==> config.mk <==
export PLATFORM = sky130hd
export DESIGN_NAME = bbsc_front
export DESIGN_NICKNAME = d
export VERILOG_FILES = /design/src/design/bbsc_pkg.sv /design/src/design/bbsc_front.sv
export SDC_FILE = /design/constraint.sdc
export NUM_CORES = 1
export LEC_CHECK = 0
export ABC_AREA = 1
export BUFFER_PORTS_ARGS = -buffer_cell sky130_fd_sc_hd__buf_2
export CAP_MARGIN = 20
export CORE_ASPECT_RATIO = 2
export CORE_MARGIN = 3
export CORE_UTILIZATION = 45
export CTS_CLUSTER_DIAMETER = 30
export DETAILED_ROUTE_END_ITERATION = 10
export PLACE_DENSITY = 0.64
export SLEW_MARGIN = 20
export SYNTH_ARGS = -nofsm -noshare
export SYNTH_HDL_FRONTEND = slang
export SYNTH_SLANG_ARGS = --single-unit
==> constraint.sdc <==
create_clock -name i_clk -period 3.8 [get_ports i_clk]
set_input_delay 0.19 -clock i_clk [delete_from_list [all_inputs] [get_ports i_clk]]
set_output_delay 0.19 -clock i_clk [all_outputs]
set_load 0.05 [all_outputs]
==> src/design/bbsc_pkg.sv <==
// package for the block byte statistics classifier
// types, sizing constants, class codes and the log rom builder; no dependencies
`timescale 1ns / 1ps
package bbsc_pkg;

    localparam int BLOCK_BYTES   = 8192;
    localparam int DELTA_CHOICES = 5;
    localparam int CNT_W         = $clog2(BLOCK_BYTES + 1);
    localparam int LOG_ENTRIES   = (BLOCK_BYTES >> 4) + 1;
    localparam int ROM_AW        = $clog2(LOG_ENTRIES);
    localparam int ROM_W         = 19;
    localparam int SUM_W         = CNT_W + 8;
    localparam int FX_W          = CNT_W + ROM_W;
    localparam int CMP_W         = FX_W + 4;
    localparam int LINE_LEN      = 17;
    localparam int FIFO_DEPTH    = 4;
    localparam int FIFO_AW       = $clog2(FIFO_DEPTH);
    localparam int MIN_SIZE      = 512;

    localparam logic [2:0] CLS_SKIP    = 3'd0;
    localparam logic [2:0] CLS_TEXT    = 3'd1;
    localparam logic [2:0] CLS_EXEC    = 3'd2;
    localparam logic [2:0] CLS_NORMAL  = 3'd3;
    localparam logic [2:0] CLS_DELTA   = 3'd4;
    localparam logic [2:0] CLS_BAD     = 3'd5;
    localparam logic [2:0] CLS_FAST    = 3'd6;

    typedef struct packed {
        logic [7:0] data;
        logic       last;
        logic       keep;
    } t_item;

    typedef struct packed {
        logic [2:0]  data_class;
        logic [2:0]  delta_index;
        logic [31:0] entropy;
    } t_result;

    typedef enum logic [2:0] {
        ST_CLEAR, ST_ACCUM, ST_PRE0, ST_PRE1, ST_FINISH, ST_CALC1, ST_CALC2, ST_OUT
    } t_state;

    typedef logic [ROM_W-1:0] t_rom [LOG_ENTRIES];

    function automatic int delta_dist(input int d);
        case (d)
            0: return 1;
            1: return 2;
            2: return 3;
            3: return 4;
            default: return 8;
        endcase
    endfunction

    function automatic logic [31:0] log2_q24(input logic [31:0] x);
        logic [31:0] k;
        logic [31:0] frac;
        logic [63:0] y;
        k    = 32'd0;
        frac = 32'd0;
        if (x == 32'd0) return 32'd0;
        for (int i = 0; i < 31; i++) begin
            if ((x >> (k + 32'd1)) != 32'd0) k = k + 32'd1;
        end
        y = ({32'd0, x} << 30) >> k;
        for (int b = 0; b < 24; b++) begin
            y    = (y * y) >> 30;
            frac = frac << 1;
            if (y >= (64'd1 << 31)) begin
                frac = frac | 32'd1;
                y    = y >> 1;
            end
        end
        return (k << 24) | frac;
    endfunction

    function automatic t_rom build_rom();
        t_rom        rom;
        logic [31:0] x;
        logic [63:0] v;
        for (int i = 0; i < LOG_ENTRIES; i++) begin
            x = (i + 1 < LOG_ENTRIES) ? 32'(16 * i + 8) : 32'(BLOCK_BYTES);
            v = (64'd100 * {32'd0, log2_q24(x)} + 64'd32768) >> 16;
            rom[i] = ROM_W'(v);
        end
        return rom;
    endfunction

endpackage

==> src/design/bbsc_front.sv <==
// front end: takes byte requests, marks bytes past the block limit, queues them
// depends on bbsc_pkg
`timescale 1ns / 1ps
module bbsc_front (
    input  logic                  i_clk,
    input  logic                  i_rst_n,
    input  logic                  i_valid,
    output logic                  o_ready,
    input  logic [7:0]            i_data_byte,
    input  logic                  i_last_byte,
    output logic                  o_item_valid,
    output bbsc_pkg::t_item       o_item,
    input  logic                  i_pop
);
    bbsc_pkg::t_item                r_mem [bbsc_pkg::FIFO_DEPTH];
    logic [bbsc_pkg::FIFO_AW-1:0]   r_wp, r_rp;
    logic [bbsc_pkg::FIFO_AW:0]     r_cnt;
    logic [bbsc_pkg::CNT_W-1:0]     r_bytes;
    logic                           push, pop, keep;

    assign o_ready      = (r_cnt != (bbsc_pkg::FIFO_AW + 1)'(bbsc_pkg::FIFO_DEPTH));
    assign push         = i_valid && o_ready;
    assign o_item_valid = (r_cnt != '0);
    assign pop          = i_pop && o_item_valid;
    assign o_item       = r_mem[r_rp];
    assign keep         = (r_bytes < bbsc_pkg::CNT_W'(bbsc_pkg::BLOCK_BYTES));

    always_ff @(posedge i_clk) begin
        if (push) r_mem[r_wp] <= '{data: i_data_byte, last: i_last_byte, keep: keep};
    end

    always_ff @(posedge i_clk) begin
        if (!i_rst_n) begin
            r_wp    <= '0;
            r_rp    <= '0;
            r_cnt   <= '0;
            r_bytes <= '0;
        end else begin
            if (push) begin
                r_wp <= r_wp + 1'b1;
                if (i_last_byte) r_bytes <= '0;
                else if (keep)   r_bytes <= r_bytes + 1'b1;
            end
            if (pop) r_rp <= r_rp + 1'b1;
            if (push && !pop)      r_cnt <= r_cnt + 1'b1;
            else if (pop && !push) r_cnt <= r_cnt - 1'b1;
        end
    end
endmodule

# == Word level (Yosys, flattened, before mapping) ==
# Memory sizes are Yosys's and may differ from the RTL's. A register that Yosys moved wholly into a read port is not among the register bits.
# Index checks and enable logic that the tools add are counted.
# classes
add_sub_neg,5
mul,0
div_mod_pow,0
magnitude_cmp,1
eq_ne,1
n_shift,0
muxes,8
n_bitwise,0
reduce_logical,10
# ops
operator,n
$mux 14,2
$add 14x1->14 const B,1
$lt 14x14->1 const B,1
$mux 3,2
$add 2x1->2 const B,2
$logic_and 1x1->1,4
$mux 2,2
$reduce_bool 2->1,2
$add 3x1->3 const B,1
$ne 3x3->1 const B,1
$reduce_bool 3->1,1
$sub 3x1->3 const B,1
$logic_not 1->1,2
$mux 1,2
$reduce_and 2->1,1
# totals
reg_bits,21
latchBits,0
ramBits,40
rom_bits,0
in_bits,13
out_inout_bits,12
elab_cells,30
mem_count,1
# mem_list
memory,words,word_bits,rd,rd_clocked_by_memory_dff,wr,line_no,source
r_mem,4,10,1,1,1,bbsc_front.sv:15,bbsc_pkg::t_item r_mem [bbsc_pkg::FIFO_DEPTH];

# == Longest topological paths before layout ==
# depth
depth_word,6
depth_mapped,11
depth_no_buf,11

# == Worst setup path before layout ==
# OpenSTA, ideal clock, no wires.
# synth_timing
path_type,reg2reg
startpoint,register r_cnt[0] (netlist name)
endpoint,register r_cnt[2] (netlist name)
setup_time_ps,122
arrival_ps,2012
required_ps,3678
path_slack_ps,1666
stages_incl_launch_ff,11
path_buffers,0
period_less_slack_ps,2134
cell_sequence,dfxtp_1 > nor2_2 > nand2_1 > nand2_1 > ha_1 > inv_1 > fa_1 > a21oi_1 > o21ai_0 > o21ai_0 > a21oi_1
# synth_via
elab_chain_cells,5
word_cells_on_any_way,13
classes_between,add/sub: 2; eq/ne: 1; mux: 2; reduce/logical: 8
# synth_lines
element,line_no,source
from (decl),bbsc_front.sv:17,logic [bbsc_pkg::FIFO_AW:0] r_cnt;
from (signal assigned),bbsc_front.sv:45,if (push && !pop) r_cnt <= r_cnt + 1'b1;
from (signal assigned),bbsc_front.sv:46,else if (pop && !push) r_cnt <= r_cnt - 1'b1;
$reduce_bool 3->1 *,bbsc_front.sv:23,assign o_item_valid = (r_cnt != '0);
net o_item_valid,bbsc_front.sv:11,"output logic o_item_valid,"
$logic_and 1x1->1 *,bbsc_front.sv:24,assign pop = i_pop && o_item_valid;
$logic_not 1->1,bbsc_front.sv:45,
$logic_and 1x1->1,bbsc_front.sv:45,
$mux 3 or $reduce_bool 2->1 (tied branches),-,
# The timed path passes the listed nets; every way through them passes the cells marked *. The select of a mux whose other input is x is not followed.
# A chain may end at the register's enable or synchronous reset.

==> results.toml <==
[worst_setup_path]
r2r-start = "r_cnt[0]"
r2r_cells = 11
cp-start-kind = "flip-flop"
r2r-end = "r_cnt[2]"
crit_type = "flip-flop to output pin"
r2r_slack_ns = 1.82
cp.required_ns = 3.61
endpoint_kind = "output pin"
arrival_ns = 1.89
cp_max_fo = 21

[logic_synthesis]
synth_area_um2 = 2659
ys_ff_latch = 63
synthMuxAreaShare_pct = 0
ys_types = 26
ys_top_cells_by_count = "nor2_1 (45), edfxtp_1 (40), nand2_1 (30)"
synth_edf_count = 40
synth_top_family_by_area = "simple AND/OR/NAND/NOR gates"
yosys.cell_count.top_type = "nor2_1"
synth_top_area_share_pct = 45.18
ys.flop_type = "edfxtp_1"
synth_compound_area_share_pct = 11.81
synthArstFlopShare_pct = 0
synth_fp_nets = 282
yosysTopAreaCell = "edfxtp_1"
avgSynthCellArea_um2 = 10.15
synth-simple-area-share_pct = 16.71
synthAdderAreaFrac_pct = 3.576
yosys_warnings = 0
synth-seq-area-share_pct = 62.49
synthTopCellsByArea = "edfxtp_1 (45%), dfxtp_1 (17%), nor2_1 (6.4%)"
synthCells = 262
synth_xor_area_share_pct = 0.3294

[timing]
setup_viol = 0
timing.hold.ws_ns = 0.08094
worst_slew_pin_slew_ns = 0.9804
drv_slew = 0
slew_headroom_pct = 34.40
rsz0062_at_grt = "false"
tns_ns = 0
skew_ns = 0.004632
period_share_pct = 54.68
fmax_mhz = 481.3
finalCriticalPeriod_ns = 2.078
hold_viol_final = 0

[power_and_ir_drop]
vdd_drop_max_uv = 492.2
power_density_nw_per_um2 = 704.0
leakagePower_nw = 1.153

[layout]
post-route-cell-area_um2 = 3123
drive_above_1_share_pct = 19.53
fill_cells = 513
area_growth_pct = 17.46
antenna_cells = 0
postLayoutCoreUtil_pct = 54.70
layout.nets = 312

[placed_design]
place_congestion = 0.7383
place_area_um2 = 2833
dpl.hpwl_um = 3325
port_buffers = 24

[die]
ios = 25
start_util_pct = 46.57
fp.dieH_um = 114.7
dieWidth_um = 60.35
core_um2 = 5709
die_area_um2 = 6922
num_rows = 39

[min_path]
min_path_type = "input port to flip-flop"
hold_path.startpoint = "i_data_byte[7]"
holdPathStages = 1
min_to = "r_mem[0][9]"

[clocking]
htreeDepth = 3
cts.repair.resized = 0
clockBufferDepth = 2
post_cts_buffers = 0
clk_pin_slew_ns = 0.05
cts_tree = "yes"
clk_latency_ns = 0.32
cts_inserted_buffers = 9
ctsHoldBuffers = 0
cts-root-buf = "clkbuf_16"
clock_sinks = 63

[drt]
dr_total_vias = 1868
post-route-drc-count = 0
vias_per_cell = 5.218
drt-wirelength-per-cell_um = 13.72
first_iter_violations = 86
drtPass1Iterations = 4
wirelength_um = 4912
final_antenna_net_count = 0

[flow_run]
max_cap_violations = 0

[global_routing]
grt_pass1_vias = 1887
grtUsageTotal_pct = 15.87
overflow = 0
grt_max_degree = 22
antenna_found_initial = 0
grt_pass1_wl_um = 7893

[status]
status = "completed"
==> placed cells by master (no fill, tap or decap) <==
cell type | netlist | final
nor2_1 | 45 | 45
edfxtp_1 | 40 | 40
nand2_1 | 30 | 30
inv_1 | 25 | 25
o21ai_0 | 25 | 25
buf_2 | 0 | 24
dfxtp_1 | 23 | 23
a21oi_1 | 17 | 17
o22ai_1 | 10 | 10
clkbuf_16 | 0 | 9
nand3_1 | 6 | 6
ha_1 | 6 | 6
nor2_2 | 5 | 5
o21ai_1 | 5 | 5
nand2_2 | 4 | 4
inv_2 | 3 | 3
clkinv_2 | 0 | 3
nor3_1 | 2 | 2
nand3_2 | 2 | 2
nand2_4 | 1 | 1
nand3_4 | 1 | 1
xor2_1 | 1 | 1
nor2_4 | 1 | 1
o21bai_1 | 1 | 1
a21oi_2 | 1 | 1
nand4_1 | 1 | 1
fa_1 | 1 | 1
clkinv_4 | 0 | 1
clkbuf_1 | 5 | 1
clkinvlp_4 | 0 | 1
bufinv_16 | 0 | 1
buf_4 | 0 | 1
==> worst max-delay path by stage <==
stage | start | depth (start not counted) | to | slack [ns]
after global placement | r_cnt[0] | 11 | r_cnt[2] | 1.88
after CTS | flip-flop | 5 | o_item[9] | 1.70
final | flip-flop | 5 | o_item[0] | 1.72
after detailed placement | r_cnt[0] | 11 | r_cnt[2] | 1.82
after floorplan | r_cnt[0] | 10 | r_cnt[2] | 1.67
after global routing | flip-flop | 5 | o_item[9] | 1.54
==> power by group <==
part	internal [mW]	switching, mW
clock network	0.504	0.280
registers	0.804	0.0375
logic	0.136	0.437
==> cell type report <==
class	instances	area (µm²)	area share (%)
flip-flops and latches	63	1662	53.20
multi-input cells	165	862.1	27.60
clock buffers	10	229.0	7.332
repair buffers	25	127.6	4.087
inverters	28	105.1	3.365
well taps	61	76.32	2.444
clock inverters	6	61.31	1.963
==> per-layer routing <==
layer | global-route usage [%] | vias to the layer above | wire [µm] | share of wire (%)
met5 | 0 | - | 0 | 0
met4 | 9.615 | 0 | 124 | 2.5
met3 | 5.079 | 10 | 195 | 4.0
met2 | 28.83 | 35 | 2660 | 54
met1 | 14.30 | 874 | 1932 | 39
li1 | - | 949 | - | -
==> logic make-up after synthesis <==
family | after synthesis
AOI/OAI and AO/OA | 59
xor gates and xnor gates | 1
adders and majority gates | 7
buffers and inverters | 34
DFF | 63
and+or+nand+nor | 98
==> stage by stage <==
stage,std cells,worst slack [ns],power (mW)
after floorplan,262,1.666,1.296
after global placement,342,1.884,1.422
after detailed placement,342,1.825,1.434
after CTS,358,1.700,2.221
after global routing,358,1.539,2.309
final,358,1.722,2.199
==> state kept, by name, indices dropped and copies added, names as in the netlist, named ones only <==
register	count
r_bytes	14
r_cnt	3
r_rp	2
r_wp	2
r_mem	40
==> critical path, stage by stage, from the launching register on <==
cell and delay, ns:
dfxtp_1 0.29, buf_4 0.20, inv_1 0.45, o21ai_0 0.18, o22ai_1 0.15, buf_2 0.29
Power figures use the tool's default switching activity.
